**config.mk**
```make
export PLATFORM = sky130hd
export DESIGN_NAME = scancode_to_ascii_line_buffer_flat
export DESIGN_NICKNAME = d
export VERILOG_FILES = /design/src/hdl/scta_pkg.sv /design/src/hdl/scta_stream_if.sv /design/src/hdl/scta_ram.sv /design/src/hdl/scta_result_q.sv /design/src/hdl/scancode_to_ascii_line_buffer.sv /design/src/flat_wrapper.sv
export SDC_FILE = /design/constraint.sdc
export NUM_CORES = 1
export LEC_CHECK = 0
export BUFFER_PORTS_ARGS = -buffer_cell sky130_fd_sc_hd__buf_2
export CORE_ASPECT_RATIO = 0.75
export CORE_MARGIN = 2
export CORE_UTILIZATION = 30
export CTS_BUF_LIST = sky130_fd_sc_hd__clkbuf_8
export CTS_CLUSTER_DIAMETER = 150
export DETAILED_ROUTE_END_ITERATION = 10
export HOLD_SLACK_MARGIN = 0.05
export PLACE_DENSITY = 0.54
export SLEW_MARGIN = 10
export SYNTH_ARGS = -nofsm -noshare
export SYNTH_HDL_FRONTEND = slang
export SYNTH_SLANG_ARGS = --single-unit
```
**constraint.sdc**
```tcl
create_clock -name clk -period 16.15 [get_ports clk]
set_clock_uncertainty 0.05 [all_clocks]
set_input_delay 0.8075 -clock clk [delete_from_list [all_inputs] [get_ports clk]]
set_output_delay 0.8075 -clock clk [all_outputs]
set_load 0.005 [all_outputs]
```
**src/hdl/scta_pkg.sv**
```systemverilog
`default_nettype none

package scta_pkg;

    // Sizing
    localparam int SCTA_LINE_CAPACITY = 128;
    localparam int SCTA_CHAR_W        = 7;
    localparam int SCTA_IDX_W         = 7;
    localparam int SCTA_COUNT_W       = 8;
    localparam int SCTA_ACTION_W      = 3;

    // Request kinds
    localparam logic REQ_SCAN = 1'b0;
    localparam logic REQ_READ = 1'b1;

    // Scan codes (set 1)
    localparam logic [7:0] SC_CAPS      = 8'h3a;
    localparam logic [7:0] SC_LSHIFT_MK = 8'h2a;
    localparam logic [7:0] SC_LSHIFT_BR = 8'haa;
    localparam logic [7:0] SC_RSHIFT_MK = 8'h36;
    localparam logic [7:0] SC_RSHIFT_BR = 8'hb6;
    localparam logic [7:0] SC_BKSP      = 8'h0e;
    localparam logic [7:0] SC_ENTER     = 8'h1c;

    // Line store actions
    localparam logic [SCTA_ACTION_W-1:0] ACT_NONE       = 3'd0;
    localparam logic [SCTA_ACTION_W-1:0] ACT_APPENDED   = 3'd1;
    localparam logic [SCTA_ACTION_W-1:0] ACT_DROPPED    = 3'd2;
    localparam logic [SCTA_ACTION_W-1:0] ACT_ERASED     = 3'd3;
    localparam logic [SCTA_ACTION_W-1:0] ACT_ERASE_MT   = 3'd4;
    localparam logic [SCTA_ACTION_W-1:0] ACT_CLEARED    = 3'd5;

    typedef logic [SCTA_CHAR_W-1:0] char_t;

    typedef struct packed {
        logic                  req_type;
        logic [7:0]            scan_byte;
        logic [SCTA_IDX_W-1:0] read_index;
    } scta_in_t;

    typedef struct packed {
        logic                     key_valid;
        char_t                    key_char;
        logic [SCTA_ACTION_W-1:0] action;
        logic [SCTA_COUNT_W-1:0]  line_count;
        char_t                    read_char;
    } scta_out_t;

    // Unshifted key map
    function automatic char_t plain_char(input logic [6:0] code);
        char_t c;
        case (code)
            7'd1:  c = 7'h1b;  7'd2:  c = 7'h31;  7'd3:  c = 7'h32;  7'd4:  c = 7'h33;
            7'd5:  c = 7'h34;  7'd6:  c = 7'h35;  7'd7:  c = 7'h36;  7'd8:  c = 7'h37;
            7'd9:  c = 7'h38;  7'd10: c = 7'h39;  7'd11: c = 7'h30;  7'd12: c = 7'h2d;
            7'd13: c = 7'h3d;  7'd14: c = 7'h7f;  7'd15: c = 7'h09;  7'd16: c = 7'h71;
            7'd17: c = 7'h77;  7'd18: c = 7'h65;  7'd19: c = 7'h72;  7'd20: c = 7'h74;
            7'd21: c = 7'h79;  7'd22: c = 7'h75;  7'd23: c = 7'h69;  7'd24: c = 7'h6f;
            7'd25: c = 7'h70;  7'd26: c = 7'h5b;  7'd27: c = 7'h5d;  7'd28: c = 7'h0a;
            7'd30: c = 7'h61;  7'd31: c = 7'h73;  7'd32: c = 7'h64;  7'd33: c = 7'h66;
            7'd34: c = 7'h67;  7'd35: c = 7'h68;  7'd36: c = 7'h6a;  7'd37: c = 7'h6b;
            7'd38: c = 7'h6c;  7'd39: c = 7'h3b;  7'd40: c = 7'h27;  7'd41: c = 7'h60;
            7'd43: c = 7'h5c;  7'd44: c = 7'h7a;  7'd45: c = 7'h78;  7'd46: c = 7'h63;
            7'd47: c = 7'h76;  7'd48: c = 7'h62;  7'd49: c = 7'h6e;  7'd50: c = 7'h6d;
            7'd51: c = 7'h2c;  7'd52: c = 7'h2e;  7'd53: c = 7'h2f;  7'd55: c = 7'h2a;
            7'd57: c = 7'h20;  7'd71: c = 7'h37;  7'd72: c = 7'h38;  7'd73: c = 7'h39;
            7'd74: c = 7'h2d;  7'd75: c = 7'h34;  7'd76: c = 7'h35;  7'd77: c = 7'h36;
            7'd78: c = 7'h2b;  7'd79: c = 7'h31;  7'd80: c = 7'h32;  7'd81: c = 7'h33;
            7'd82: c = 7'h30;  7'd83: c = 7'h2e;
            default: c = 7'h00;
        endcase
        return c;
    endfunction

    // Shifted key map
    function automatic char_t shift_char(input logic [6:0] code);
        char_t c;
        case (code)
            7'd1:  c = 7'h1b;  7'd2:  c = 7'h21;  7'd3:  c = 7'h40;  7'd4:  c = 7'h23;
            7'd5:  c = 7'h24;  7'd6:  c = 7'h25;  7'd7:  c = 7'h5e;  7'd8:  c = 7'h26;
            7'd9:  c = 7'h2a;  7'd10: c = 7'h28;  7'd11: c = 7'h29;  7'd12: c = 7'h5f;
            7'd13: c = 7'h2b;  7'd14: c = 7'h7f;  7'd15: c = 7'h09;  7'd16: c = 7'h51;
            7'd17: c = 7'h57;  7'd18: c = 7'h45;  7'd19: c = 7'h52;  7'd20: c = 7'h54;
            7'd21: c = 7'h59;  7'd22: c = 7'h55;  7'd23: c = 7'h49;  7'd24: c = 7'h4f;
            7'd25: c = 7'h50;  7'd26: c = 7'h7b;  7'd27: c = 7'h7d;  7'd28: c = 7'h0a;
            7'd30: c = 7'h41;  7'd31: c = 7'h53;  7'd32: c = 7'h44;  7'd33: c = 7'h46;
            7'd34: c = 7'h47;  7'd35: c = 7'h48;  7'd36: c = 7'h4a;  7'd37: c = 7'h4b;
            7'd38: c = 7'h4c;  7'd39: c = 7'h3a;  7'd40: c = 7'h22;  7'd41: c = 7'h7e;
            7'd43: c = 7'h7c;  7'd44: c = 7'h5a;  7'd45: c = 7'h58;  7'd46: c = 7'h43;
            7'd47: c = 7'h56;  7'd48: c = 7'h42;  7'd49: c = 7'h4e;  7'd50: c = 7'h4d;
            7'd51: c = 7'h3c;  7'd52: c = 7'h3e;  7'd53: c = 7'h3f;  7'd55: c = 7'h2a;
            7'd57: c = 7'h20;  7'd71: c = 7'h37;  7'd72: c = 7'h38;  7'd73: c = 7'h39;
            7'd74: c = 7'h2d;  7'd75: c = 7'h34;  7'd76: c = 7'h35;  7'd77: c = 7'h36;
            7'd78: c = 7'h2b;  7'd79: c = 7'h31;  7'd80: c = 7'h32;  7'd81: c = 7'h33;
            7'd82: c = 7'h30;  7'd83: c = 7'h2e;
            default: c = 7'h00;
        endcase
        return c;
    endfunction

    // Letters follow shift XOR caps lock, everything else follows shift
    function automatic char_t translate(input logic [6:0] code, input logic shift,
                                        input logic caps);
        char_t base;
        logic  use_shift;
        base = plain_char(code);
        if (base inside {[7'h61:7'h7a]})
            use_shift = shift ^ caps;
        else
            use_shift = shift;
        return use_shift ? shift_char(code) : base;
    endfunction

endpackage

`default_nettype wire

```
**src/hdl/scta_stream_if.sv**
```systemverilog
`default_nettype none

// Valid/ready channel; a transaction completes when both are high at a clock edge.
interface scta_stream_if #(
    parameter type payload_t = logic
);
    logic     valid;
    logic     ready;
    payload_t payload;

    modport source (output valid, output payload, input ready);
    modport sink   (input valid, input payload, output ready);
endinterface

`default_nettype wire

```
**src/hdl/scta_ram.sv**
```systemverilog
`default_nettype none

// Simple dual-port RAM, registered read, old data on a same-address collision.
module scta_ram #(
    parameter int WIDTH = 7,
    parameter int DEPTH = 128
)
(
    input  logic                     clk,
    input  logic                     we,
    input  logic [$clog2(DEPTH)-1:0] waddr,
    input  logic [WIDTH-1:0]         wdata,
    input  logic                     re,
    input  logic [$clog2(DEPTH)-1:0] raddr,
    output logic [WIDTH-1:0]         rdata
);

    logic [WIDTH-1:0] mem_reg [DEPTH];
    logic [WIDTH-1:0] rdata_reg;

    always_ff @(posedge clk)
    begin
        if (we)
        begin
            mem_reg[waddr] <= wdata;
        end
        if (re)
        begin
            rdata_reg <= mem_reg[raddr];
        end
    end

    assign rdata = rdata_reg;

endmodule

`default_nettype wire

```
**src/hdl/scta_result_q.sv**
```systemverilog
`default_nettype none

// Two-entry result queue in front of the output channel.
module scta_result_q
    import scta_pkg::*;
(
    input  logic         clk,
    input  logic         rst_n,
    input  logic         push,
    input  scta_out_t    push_data,
    output logic [1:0]   count,
    scta_stream_if.source deq
);

    scta_out_t  slot_reg [2];
    logic       wr_ptr_reg, wr_ptr_next;
    logic       rd_ptr_reg, rd_ptr_next;
    logic [1:0] cnt_reg, cnt_next;
    logic       pop;

    assign pop         = deq.valid && deq.ready;
    assign deq.valid   = (cnt_reg != 2'd0);
    assign deq.payload = slot_reg[rd_ptr_reg];
    assign count       = cnt_reg;

    // Pointer and occupancy update; caller guarantees room on push
    always_comb
    begin
        wr_ptr_next = push ? ~wr_ptr_reg : wr_ptr_reg;
        rd_ptr_next = pop ? ~rd_ptr_reg : rd_ptr_reg;
        cnt_next    = cnt_reg + {1'b0, push} - {1'b0, pop};
    end

    always_ff @(posedge clk or negedge rst_n)
    begin
        if (!rst_n)
        begin
            wr_ptr_reg <= 1'b0;
            rd_ptr_reg <= 1'b0;
            cnt_reg    <= 2'd0;
        end
        else
        begin
            wr_ptr_reg <= wr_ptr_next;
            rd_ptr_reg <= rd_ptr_next;
            cnt_reg    <= cnt_next;
        end
    end

    always_ff @(posedge clk)
    begin
        if (push)
        begin
            slot_reg[wr_ptr_reg] <= push_data;
        end
    end

endmodule

`default_nettype wire

```
**src/hdl/scancode_to_ascii_line_buffer.sv**
```systemverilog
`default_nettype none

// Scan-code set 1 to ASCII translator with a line store. One request is accepted per
// clock cycle while there is room, and each gives exactly one result via the read
// stage and the result queue; the rate of one per cycle is set by the line store
// RAM, which takes one write and one read each cycle, with a same-cycle append to
// the entry being read forwarded around it. A two-entry result queue lets new requests
// enter while results wait at the output. The store needs no clearing after reset:
// only entries below the fill count are ever returned, and read_char is zero beyond it.
module scancode_to_ascii_line_buffer
    import scta_pkg::*;
#(
    parameter int LINE_CAPACITY = SCTA_LINE_CAPACITY
)
(
    input  logic          clk,
    input  logic          rst_n,
    scta_stream_if.sink   scan,
    scta_stream_if.source result
);

    localparam int CW = $clog2(LINE_CAPACITY + 1);
    localparam int AW = $clog2(LINE_CAPACITY);
    localparam int XW = (CW > SCTA_IDX_W) ? CW : SCTA_IDX_W;
    localparam int LW = (CW > SCTA_COUNT_W) ? CW : SCTA_COUNT_W;

    typedef struct packed {
        scta_out_t rsp;
        logic      hit;
        logic      fwd;
        char_t     fwd_char;
    } stage_t;

    // Keyboard state
    logic          shift_reg, shift_next;
    logic          caps_reg, caps_next;
    char_t         last_char_reg, last_char_next;
    logic [CW-1:0] fill_reg, fill_next;

    // Read stage
    logic   s1_valid_reg;
    stage_t s1_reg, s1_next;

    scta_in_t                 item;
    logic                     accept;
    logic                     is_make;
    logic                     is_break;
    logic                     key_valid;
    logic [SCTA_ACTION_W-1:0] action;
    logic                     wen;
    logic [XW-1:0]            idx_x;
    logic [LW-1:0]            fill_w;
    char_t                    ram_rdata;
    scta_out_t                push_data;
    logic [1:0]               q_count;
    logic [1:0]               total;

    assign item     = scan.payload;
    assign accept   = scan.valid && scan.ready;
    assign is_make  = (item.req_type == REQ_SCAN) && !item.scan_byte[7];
    assign is_break = (item.req_type == REQ_SCAN) && item.scan_byte[7];
    assign idx_x    = XW'(item.read_index);

    // Room for one more transaction counting the read stage and the queue
    assign total      = {1'b0, s1_valid_reg} + q_count;
    assign scan.ready = (total < 2'd2) || (result.valid && result.ready);

    // Flag, character and fill update for the accepted transaction
    always_comb
    begin
        shift_next     = shift_reg;
        caps_next      = caps_reg;
        last_char_next = last_char_reg;
        fill_next      = fill_reg;
        key_valid      = 1'b0;
        action         = ACT_NONE;
        wen            = 1'b0;
        if (accept && is_break)
        begin
            if (item.scan_byte == SC_LSHIFT_BR || item.scan_byte == SC_RSHIFT_BR)
            begin
                shift_next = 1'b0;
            end
        end
        if (accept && is_make)
        begin
            key_valid = 1'b1;
            if (item.scan_byte == SC_LSHIFT_MK || item.scan_byte == SC_RSHIFT_MK)
            begin
                shift_next = 1'b1;
            end
            if (item.scan_byte == SC_CAPS)
            begin
                caps_next = ~caps_reg;
            end
            last_char_next = translate(item.scan_byte[6:0], shift_next, caps_next);
            if (item.scan_byte == SC_ENTER)
            begin
                fill_next = '0;
                action    = ACT_CLEARED;
            end
            else if (item.scan_byte == SC_BKSP)
            begin
                if (fill_reg != '0)
                begin
                    fill_next = fill_reg - CW'(1);
                    action    = ACT_ERASED;
                end
                else
                begin
                    action = ACT_ERASE_MT;
                end
            end
            else if (fill_reg >= CW'(LINE_CAPACITY))
            begin
                action = ACT_DROPPED;
            end
            else
            begin
                wen       = 1'b1;
                fill_next = fill_reg + CW'(1);
                action    = ACT_APPENDED;
            end
        end
    end

    assign fill_w = LW'(fill_next);

    // Fields for the read stage; an append to the entry being read is forwarded
    always_comb
    begin
        s1_next.rsp.key_valid  = key_valid;
        s1_next.rsp.key_char   = last_char_next;
        s1_next.rsp.action     = action;
        s1_next.rsp.line_count = fill_w[SCTA_COUNT_W-1:0];
        s1_next.rsp.read_char  = '0;
        s1_next.hit            = (idx_x < XW'(fill_next));
        s1_next.fwd            = wen && (idx_x == XW'(fill_reg));
        s1_next.fwd_char       = last_char_next;
    end

    scta_ram #(
        .WIDTH (SCTA_CHAR_W),
        .DEPTH (LINE_CAPACITY)
    ) u_line_ram (
        .clk   (clk),
        .we    (wen),
        .waddr (fill_reg[AW-1:0]),
        .wdata (last_char_next),
        .re    (accept),
        .raddr (idx_x[AW-1:0]),
        .rdata (ram_rdata)
    );

    always_ff @(posedge clk or negedge rst_n)
    begin
        if (!rst_n)
        begin
            shift_reg     <= 1'b0;
            caps_reg      <= 1'b0;
            last_char_reg <= '0;
            fill_reg      <= '0;
            s1_valid_reg  <= 1'b0;
        end
        else
        begin
            shift_reg     <= shift_next;
            caps_reg      <= caps_next;
            last_char_reg <= last_char_next;
            fill_reg      <= fill_next;
            s1_valid_reg  <= accept;
        end
    end

    always_ff @(posedge clk)
    begin
        if (accept)
        begin
            s1_reg <= s1_next;
        end
    end

    // Merge the store read into the result
    always_comb
    begin
        push_data = s1_reg.rsp;
        if (!s1_reg.hit)
        begin
            push_data.read_char = '0;
        end
        else if (s1_reg.fwd)
        begin
            push_data.read_char = s1_reg.fwd_char;
        end
        else
        begin
            push_data.read_char = ram_rdata;
        end
    end

    scta_result_q u_result_q (
        .clk       (clk),
        .rst_n     (rst_n),
        .push      (s1_valid_reg),
        .push_data (push_data),
        .count     (q_count),
        .deq       (result)
    );

endmodule

`default_nettype wire

```
**src/flat_wrapper.sv**
```systemverilog
// flat-port wrapper written by rule: the top's interface ports become plain ports
module scancode_to_ascii_line_buffer_flat import scta_pkg::*;
#(
    parameter int LINE_CAPACITY = SCTA_LINE_CAPACITY
)
  (clk, rst_n, scan_valid, scan_payload, scan_ready, result_valid, result_payload, result_ready);
  scta_stream_if #(.payload_t(scta_in_t)) scan_i ();
  scta_stream_if #(.payload_t(scta_out_t)) result_i ();
  input  logic clk;
  input  logic rst_n;
  input wire logic [$bits(scan_i.valid)-1:0] scan_valid;
  input wire logic [$bits(scan_i.payload)-1:0] scan_payload;
  output wire logic [$bits(scan_i.ready)-1:0] scan_ready;
  output wire logic [$bits(result_i.valid)-1:0] result_valid;
  output wire logic [$bits(result_i.payload)-1:0] result_payload;
  input wire logic [$bits(result_i.ready)-1:0] result_ready;
  assign scan_i.valid = scan_valid;
  assign scan_i.payload = scan_payload;
  assign scan_ready = scan_i.ready;
  assign result_valid = result_i.valid;
  assign result_payload = result_i.payload;
  assign result_i.ready = result_ready;
  scancode_to_ascii_line_buffer #(.LINE_CAPACITY(LINE_CAPACITY)) u_core (.clk(clk), .rst_n(rst_n), .scan(scan_i), .result(result_i));
endmodule
```
# Word-level counts from Yosys, hierarchy flattened
# Memories as Yosys holds them, arrays and structs flattened. A register that Yosys moved wholly into a read port is not among the register bits.
# Index checks and enable logic that the tools add are counted.
dict set report word_totals {
  ff_bits 43
  ramBits 948
  mem_bits_ro 1792
  in_bits 20
  elab_cells 89
  n_memories 4
}
dict set report classes {
  n_addsub 4
  magnitude_cmp 5
  n_eq_ne 8
  n_mux 32
  bitwise_logic 6
  reduce_logical 15
}
# name depth width read_ports rd_clocked_by_memory_dff wr line
set memory_table {}
lappend memory_table {{(no name shown)} 128 7 1 0 0 scta_pkg.sv:52} ;# case (code)
lappend memory_table {{(no name shown)} 128 7 1 0 0 scta_pkg.sv:78} ;# case (code)
lappend memory_table {u_core.u_line_ram.mem_reg 128 7 1 1 1 scta_ram.sv:18} ;# logic [WIDTH-1:0] mem_reg [DEPTH];
lappend memory_table {u_core.u_result_q.slot_reg 2 26 1 0 1 scta_result_q.sv:15} ;# scta_out_t slot_reg [2];
# cell n
set ops {}
lappend ops {{8-bit 2-to-1 mux} 5}
lappend ops {{7-bit 2-to-1 mux} 5}
lappend ops {{8-bit by 6-bit equality test with 1-bit output, second input constant} 3}
lappend ops {{1-bit 2-to-1 mux} 18}
lappend ops {{8-bit equality test, second input constant} 2}
lappend ops {{3-bit 2-to-1 mux} 3}
lappend ops {{8-bit by 1-bit adder with 8-bit output, second input constant} 1}
lappend ops {{7-bit by 8-bit equality test with 1-bit output} 1}
lappend ops {{8-bit by 4-bit equality test with 1-bit output, second input constant} 1}
lappend ops {{8-bit by 5-bit equality test with 1-bit output, second input constant} 1}
lappend ops {{8-bit >= comparator, second input constant} 1}
lappend ops {{1-bit logical AND} 8}
lappend ops {{7-bit by 8-bit < comparator with 1-bit output} 1}
lappend ops {{8-bit nonzero test} 1}
lappend ops {{8-bit by 1-bit subtractor with 8-bit output, second input constant} 1}
lappend ops {{7-bit >= comparator, second input constant} 1}
lappend ops {{7-bit <= comparator, second input constant} 1}
lappend ops {{1-bit NOT} 5}
lappend ops {{1-bit logical OR} 3}
lappend ops {{1-bit by 2-bit adder with 2-bit output} 1}
lappend ops {{2-bit < comparator, second input constant} 1}
lappend ops {{2-bit 2-to-1 mux} 1}
lappend ops {{2-bit nonzero test} 1}
lappend ops {{2-bit OR reduction} 1}
lappend ops {{other kinds (3)} 3}

# Longest topological paths before layout
# Gate-level depths: netlist (run 1).
dict set report depth {
  word_depth 13
  depth_mapped 16
}

# Hierarchy
# Synthesis (run 1) repeated with hierarchy kept, for this count alone.
dict set report unflattened {
  hier_cells 2022
  hier_area_um2 40889.2
}
# mod instances cells_per_inst area_per_inst_um2 seq_area_each_um2
set by_module_without_submodules {}
lappend by_module_without_submodules {scta_ram 1 1453 34877.2 27116.0}
lappend by_module_without_submodules {scancode_to_ascii_line_buffer 1 472 3841.2 1081.0}
lappend by_module_without_submodules {scta_result_q 1 97 2170.8 1661.6}

# Worst setup path before layout (run 1)
# No wires, ideal clock.
dict set report synth_timing {
  path_kind {input port to flip-flop}
  startpoint {in scan_payload[8]}
  endpoint {reg u_core.s1_reg, in the netlist u_core.push_data[18], data pin}
  setup_ns 1.246
  t_arrival_ns 8.547
  t_required_ns 14.854
  setup_slack_ns 6.307
  path_stages 14
  path_buffers 3
  path_cell_list {buf_2 -> inv_1 -> ha_1 -> nor2b_1 -> o311a_1 -> a31oi_1 -> o2111a_1 -> o211ai_1 -> o2111a_1 -> o31a_1 -> buf_6 -> or2_1 -> buf_6 -> a211oi_1}
}
dict set report synth_via {
  elab_chain_len 11
}
# element line
set synth_rtl {}
lappend synth_rtl {{start: declaration} flat_wrapper.sv:12} ;# input wire logic [$bits(scan_i.payload)-1:0] scan_payload;
lappend synth_rtl {{branches (longest 9 deep; another with memory read 128 x 7 bit)} -}
lappend synth_rtl {{7-bit 2-to-1 mux *} scta_pkg.sv:111} ;# return use_shift ? shift_char(code) : base;
lappend synth_rtl {{7-bit 2-to-1 mux *} scancode_to_ascii_line_buffer.sv:85} ;# if (accept && is_make)
lappend synth_rtl {{via u_core.last_char_next[0]} scancode_to_ascii_line_buffer.sv:37} ;# char_t last_char_reg, last_char_next;
lappend synth_rtl {{end signal: assignment} scancode_to_ascii_line_buffer.sv:179} ;# s1_reg <= s1_next;
lappend synth_rtl {{end: declaration} scancode_to_ascii_line_buffer.sv:42} ;# stage_t s1_reg, s1_next;
# Mark *: on every way through the listed nets, which the timed path passes. The select of a mux whose other input is x is not followed.
# A chain may end at the register's enable or synchronous reset.

# Worst setup path after layout (run 1)
dict set report layout_timing {
  startpoint {in scan_payload[9]}
  endpoint {mem u_core.u_line_ram.mem_reg[81][1], data pin}
}
dict set report layout_via {
  elab_chain_len 11
}
# element line
set layout_rtl {}
lappend layout_rtl {{branches (longest 9 deep; another with memory read 128 x 7 bit)} -}
lappend layout_rtl {{7-bit 2-to-1 mux *} scta_pkg.sv:111}
lappend layout_rtl {{7-bit 2-to-1 mux *} scancode_to_ascii_line_buffer.sv:85}
lappend layout_rtl {{via u_core.last_char_next[1]} scancode_to_ascii_line_buffer.sv:37}
lappend layout_rtl {{end: declaration} scta_ram.sv:18}
# Marked as above.

==> reports/results.ini, run 1 <==
[placement]
io_buffers=47
place_congestion=0.889
hpwl_mm=59.0

[timing]
post-route-min-period_ps=5740
setup_tns_ps=0
slew_headroom_pct=13.9
drv_slew=0
period_share_pct=35.5
fmax_mhz=174
whs_ps=260
tightest_slew_ps=1290
hold_viol=0
rsz0062_at_grt=no
setup_viol=0

[cells_and_area]
drive_gt1_share_pct=27.4
fillers=12500
utilization_pct=33.9
final_nets=2127
syn2layout_area_growth_pct=12.2
largest_reg_flops=896

[clock_tree]
cts_buffer_depth=3
cts_resized=0
numCtsBuffers=147
cts_tree=built
clkSinkCount=998
insertion_delay_ps=820
h-tree-depth=4
clk_pin_slew_ps=60
clockRootBuffer=clkbuf_8

[floorplanning]
die_y_um=322
dieArea_sq_um=138000
top_level_ports=48
rows=116
core_sq_um=134000
initial_core_util_pct=30.2
die_w_um=428

[grt]
grt_overflow=0
grt_pass1_wl_mm=144
grtUsageTotal_pct=14.4
antenna_found_initial=7
grt_max_degree=127
first_global_vias=20400

[yosys]
synth_seq_cells=998
yosys.area.top_type=edfxtp_1
yosysWarningCount=0
synth.avg_cell_area_sq_um=20.5
synth_area_leaders=edfxtp_1, mux4_2, nor2_1
syn_inst=1971
synthArstFlopShare_pct=2.20
yosysSeqAreaShare_pct=74.0
synth_cell_types=67
synth_edf_count=976
synth_top_cell_area_share_pct=72.6
ys.flop_type=edfxtp_1
synth_nets=2012
synthesis.area_sq_um=40400

[detailed_routing]
vias=20300
drc=0
vias_per_cell=5.14
firstDrtPassIters=9
finalWirelength_mm=99.3
drt_iter0_markers=2459
wl_per_cell_um=25.1
ant_nets=0

[worst_hold_path]
hold_path.class=in -> reg

[setup_path]
crit_buf_inv=3
cpPeakStageDelay_ps=960
path_class=in -> reg
crit_required_ps=16540
worstPathCellList=buf_2 -> clkinv_1 -> ha_1 -> a21oi_1 -> o21ai_0 -> a31oi_1 -> a22oi_1 -> or4_4 -> o31a_1 -> or2_1 -> a211oi_4 -> buf_4
crit_arrival_ps=6120
crit_family=compound AO/OA/AOI/OAI gates
cp-end-kind=register
critPathSlowestCell=a211oi_4
critPathMaxFanout=105
start_kind=primary input

[power_and_ir_drop]
powerDensity_nw_per_um2=134
vdd_drop_max_mv=0.0851
p_leak_uw=0.0140

[run_status]
status=finished clean

[job]
drv_cap=0

## layer usage
layer / routed length [um] / vias to the layer above / GRT usage (%)
met5: 13 / - / 0
met4: 1870 / 2 / 3.75
met3: 7850 / 179 / 3.51
met2: 43100 / 915 / 20.4
met1: 46500 / 10800 / 21.8
li1: - / 8395 / -
## metrics by stage
stage	setup slack [ps]	total power [uW]	area, sq um	std cells
floorplan	6310	3910	40400	1971
global placement	9830	4190	42700	3706
detailed placement	9650	4230	42700	3706
CTS	10530	6110	45300	3953
global route	10070	6290	45300	3953
finish	10410	6060	45300	3955
## layout by cell type (no fill, tap or decap), types with 4 or more instances in the layout
| cell type | netlist | routed |
|---|---|---|
| a21oi_1 | 28 | 28 |
| nand2b_1 | 11 | 11 |
| nand4_1 | 5 | 5 |
| nor2_1 | 175 | 175 |
| a211oi_1 | 11 | 8 |
| nor4_1 | 9 | 9 |
| mux2i_1 | 11 | 11 |
| ha_1 | 21 | 21 |
| o21ai_0 | 25 | 25 |
| nor3_1 | 19 | 19 |
| or3_1 | 4 | 4 |
| xor2_1 | 6 | 6 |
| o31ai_1 | 5 | 5 |
| edfxtp_1 | 976 | 976 |
| nand3_1 | 18 | 18 |
| nand2_1 | 43 | 43 |
| xnor2_1 | 9 | 9 |
| mux2_2 | 33 | 33 |
| nor2b_1 | 20 | 19 |
| clkbuf_8 | 0 | 156 |
| clkinv_1 | 3 | 33 |
| buf_2 | 18 | 44 |
| and3_1 | 5 | 5 |
| o22ai_1 | 9 | 9 |
| a31oi_1 | 9 | 8 |
| dfrtp_1 | 22 | 21 |
| a22oi_1 | 6 | 6 |
| buf_4 | 5 | 33 |
| clkinv_2 | 0 | 11 |
| inv_1 | 19 | 62 |
| mux4_2 | 296 | 296 |
| o211ai_1 | 8 | 8 |
| bufinv_16 | 0 | 4 |
## synthesized netlist by cell type, drive strengths merged (2+ instances only)
cell       n
o31ai      5
nand2     43
a311oi     3
and3       5
o21a       3
a211oi    11
nor3      20
edfxtp   976
inv       19
ha        21
xor2       6
a221oi     2
nor2b     20
mux4     296
or3b       2
dfrtp     22
clkinv     3
mux2i     11
nand3     18
mux2      33
and2       3
o211ai     8
o22ai      9
or2        5
nand2b    11
xnor2      9
o2bb2ai    2
a221o      2
a22oi      6
or4        4
buf       50
o31a       2
or3        4
nor3b      2
clkbuf    65
nor2     176
o2111a     2
nand4      5
o21ai     25
a21oi     28
a31oi      9
nor4      10
o21bai     2
## final cells by class
cell class,count,area (sq um),share of cell area [%]
Antenna cell,2,5.00,0.0111
Clock buffer,155,2130,4.71
Clock inverter,91,474,1.05
Inverter,22,82.6,0.182
Multi-Input combinational cell,836,10000,22.1
Sequential cell,998,29900,65.9
Tap cell,1770,2210,4.89
Timing Repair Buffer,81,527,1.16
## power breakdown
group          total, uW  switching [uW]  internal (uW)  leakage [uW]
clock               1890             945            943       0.00150
combinational        839             607            232       0.00337
sequential          3330            61.6           3270       0.00911
## logic make-up (layout without fill, tap and decap cells)
family                   Yosys count  count (layout)  share of synthesized area, %
flip-flops                       998             998                          74.0
adder cells (fa/ha/maj)           21              21                         0.651
buffers and inverters            137             349                          1.44
multiplexers                     340             340                          17.7
other                              0               2                             0
AND/OR/NAND/NOR                  331             331                          3.77
AO/OA/AOI/OAI                    129             129                          2.12
XOR/XNOR                          15              15                         0.326
## tightest hold or removal path: stages
cell and delay (ps):
buf_2 100, o31ai_1 90, o21ai_0 70
## final timing paths
kind | cells past startpoint | endpoint | from | slack, ps
worst max-delay path | 12 | u_core.u_line_ram.mem_reg[81][1] | scan_payload[9] | 10410
worst min-delay path | 3 | u_core.shift_reg | scan_payload[15] | 260
worst max register to register | 8 | u_core.u_line_ram.mem_reg[119][3] | u_core.s1_valid_reg | 11260
worst min register to register | 0 | u_core.u_result_q.slot_reg[0][10] | u_core.push_data[10] | 400
max in group asynchronous | 2 | u_core.u_result_q.rd_ptr_reg | rst_n | 15090
min in group asynchronous | 2 | u_core.caps_reg | rst_n | 510
## repair_timing
item,in CTS,in global routing
hold buffers,1,0
hold endpoints to repair,22,0
setup buffers,0,0
No activity file was read; power rests on OpenSTA's default activity.
==> inputs of run 2 (changes only) <==
- ABC_AREA: not set -> 1
- PLACE_DENSITY: 0.54 -> 0.55
- clock period: 16.15 -> 4.7 ns (I/O delays scaled with it)
==> reports/results.ini, run 2 <==
[setup_path]
path_class=reg -> reg
crit_required_ps=5210  ; -11,330 ps
rr_worst_depth=15  ; +7
critPathMaxFanout=60  ; -43%
r2r_slack_ps=400  ; -10,860 ps
rr_startpoint=u_core.s1_valid_reg
r2r-end=u_core.u_line_ram.mem_reg[87][0]
start_kind=register
cp-end-kind=register
crit_arrival_ps=4820  ; -1300 ps

[grt]
grt_max_degree=146  ; +15%
grt_pass1_wl_mm=176  ; +23%
grtUsageTotal_pct=16.6  ; +2.2 points
first_global_vias=26600  ; +31%
antenna_found_initial=5  ; -2
grt_overflow=0  ; unchanged

[job]
drv_cap=0  ; unchanged

[timing]
setup_ws_ps=396  ; -10,020 ps
setup_viol=0  ; unchanged
tightest_slew_ps=1060  ; -225 ps
period_share_pct=91.6
drv_slew=0  ; unchanged
hold_viol=0  ; unchanged
whs_ps=138  ; -121 ps
rsz0062_at_grt=no
setup_tns_ps=0  ; unchanged
fmax_mhz=232
slew_headroom_pct=29.0  ; +15 points
post-route-min-period_ps=4300

[detailed_routing]
drc=0  ; unchanged
ant_nets=0  ; unchanged
vias=28000  ; +38%
firstDrtPassIters=5  ; -4
vias_per_cell=5.11  ; -0.56%
finalWirelength_mm=119  ; +20%
drt_iter0_markers=2927  ; +19%
wl_per_cell_um=21.8  ; -13%

[placement]
place_congestion=0.863  ; -2.9%
hpwl_mm=71.8  ; +22%
place_ws_ps=904  ; -8750 ps
io_buffers=47  ; unchanged

[yosys]
synth_nets=3483  ; +73%
synth_top_cell_area_share_pct=70.8  ; -1.8 points
synth_edf_count=976  ; unchanged
synth_seq_cells=998  ; unchanged
synthesis.area_sq_um=41400  ; +2.6%
synth_area_leaders=edfxtp_1, o21ai_0, nor2_1
syn_inst=3442  ; +75%
yosysMostFrequentCell=edfxtp_1
yosysWarningCount=0  ; unchanged
synthArstFlopShare_pct=2.20  ; unchanged
yosys.area.top_type=edfxtp_1
ys.flop_type=edfxtp_1
synth_cell_types=48  ; -28%
yosys-top-cells-count=edfxtp_1, nor2_1, o21ai_0
synth.avg_cell_area_sq_um=12.0  ; -41%
yosysSeqAreaShare_pct=72.1  ; -1.9 points

[worst_hold_path]
min_from=scan_payload[4]
hold-path-cell-count=5  ; +2
hold_path.class=in -> reg
min_to=u_core.s1_reg[7]

[clock_tree]
cts_buffer_depth=3  ; unchanged
h-tree-depth=4  ; unchanged
insertion_delay_ps=850  ; +30 ps
postCtsSetupRepairBufs=0  ; unchanged
clkSinkCount=998  ; unchanged
numCtsBuffers=146  ; -0.68%
clockRootBuffer=clkbuf_8
clk_pin_slew_ps=70  ; about the same
cts_tree=built

[floorplanning]
initial_core_util_pct=30.1  ; -0.10 points
die_w_um=433  ; +1.3%
dieArea_sq_um=141000  ; +2.6%
die_y_um=326  ; +1.3%
top_level_ports=48  ; unchanged
core_sq_um=137000  ; +2.9%
rows=118  ; +1.7%

[cells_and_area]
most-common-layout-cells=edfxtp_1, nor2_1, o21ai_0
largest_reg_flops=896  ; unchanged
final_nets=3543  ; +67%
fillers=13700  ; +9.5%
multi_input_area_sq_um=10400  ; +3.7%
seq_area_sq_um=29900  ; about the same
syn2layout_area_growth_pct=12.9
drive_gt1_share_pct=9.93  ; -18 points
final_common_cell=edfxtp_1

[power_and_ir_drop]
powerDensity_nw_per_um2=469  ; +250%
p_leak_uw=0.0154  ; +10%
vdd_drop_max_mv=0.365  ; +330%
p_total_uw=21900  ; +260%

[run_status]
status=finished clean

[run 2: repair_timing]
action,4_1_cts,5_1_grt
hold buffers,12,0
endpoints found under the hold margin,76,0
gates resized for setup,0,0
[run 2: worst max-delay path, cell delays in order, from the launching register on]
cell and delay [ps]:
dfrtp_1 410, ha_1 200, xor2_1 210, a21boi_4 160, buf_4 370, nand4_1 120, dlygate4sd3_1 570, o21ai_0 240
o21ai_0 240, inv_1 170, nand2_4 100, nand2_4 100, nand2_1 60, nand3_1 120, nand2_4 430, buf_12 390
[run 2: how the worst max path moves through the flow]
stage                                    from                                 to  slack [ps]  cells after the start
after global placement        scan_payload[8]  u_core.u_line_ram.mem_reg[110][0]         900                     22
after global routing      u_core.s1_valid_reg   u_core.u_line_ram.mem_reg[87][0]         110                     15
final                     u_core.s1_valid_reg   u_core.u_line_ram.mem_reg[87][0]         400                     15
after floorplan           u_core.s1_valid_reg               u_core.push_data[18]         720                     11
after CTS                 u_core.s1_valid_reg   u_core.u_line_ram.mem_reg[87][0]         390                     15
after detailed placement      scan_payload[8]  u_core.u_line_ram.mem_reg[105][0]         900                     22
[run 2: cell type report]
| type | count | area share [%] |
|---|---|---|
| sequential | 998 | 63.9 |
| multi-input combinational | 2138 | 22.2 |
| tap | 1860 | 4.98 |
| clock buffer | 153 | 4.50 |
| timing repair buffer | 140 | 2.66 |
| clock inverter | 107 | 1.18 |
| inverter | 78 | 0.661 |
| antenna | 1 | 0.00535 |
[run 2: stage by stage]
step | std cells | utilization (%) | instance area [sq um]
after floorplan | 3442 | - | 41400
after global placement | 5202 | 32.0 | 44000
after detailed placement | 5202 | 32.0 | 44000
after CTS | 5474 | 34.0 | 46800
after global routing | 5475 | 34.0 | 46800
final | 5475 | 34.0 | 46800
[run 2: kinds of logic (layout without fill, tap and decap cells)]
family          count (synthesis)  count (layout)  synth area share [%]
fa+ha+maj                      21              21                 0.635
flops                         998             998                  72.1
other cells                     0               1                     0
compound gates                938             938                  12.8
buf+inv                       306             478                  3.01
simple gates                 1165            1165                  11.2
xor+xnor                       14              14                 0.296
[run 2: power breakdown]
group	leakage, uW	internal, uW	switching, uW	total, uW
logic	0.00470	854	2930	3790
clock network	0.00152	3190	3410	6600
registers	0.00922	11300	205	11500
total	0.0154	15400	6550	21900
[run 2: layer usage]
layer | track usage (%) | vias up | part of all wire (%)
met5 | 0.636 | - | 0.15
met3 | 5.05 | 175 | 9.8
met4 | 4.95 | 10 | 1.8
met2 | 22.6 | 1090 | 41
met1 | 25.0 | 14000 | 47
li1 | - | 12700 | -
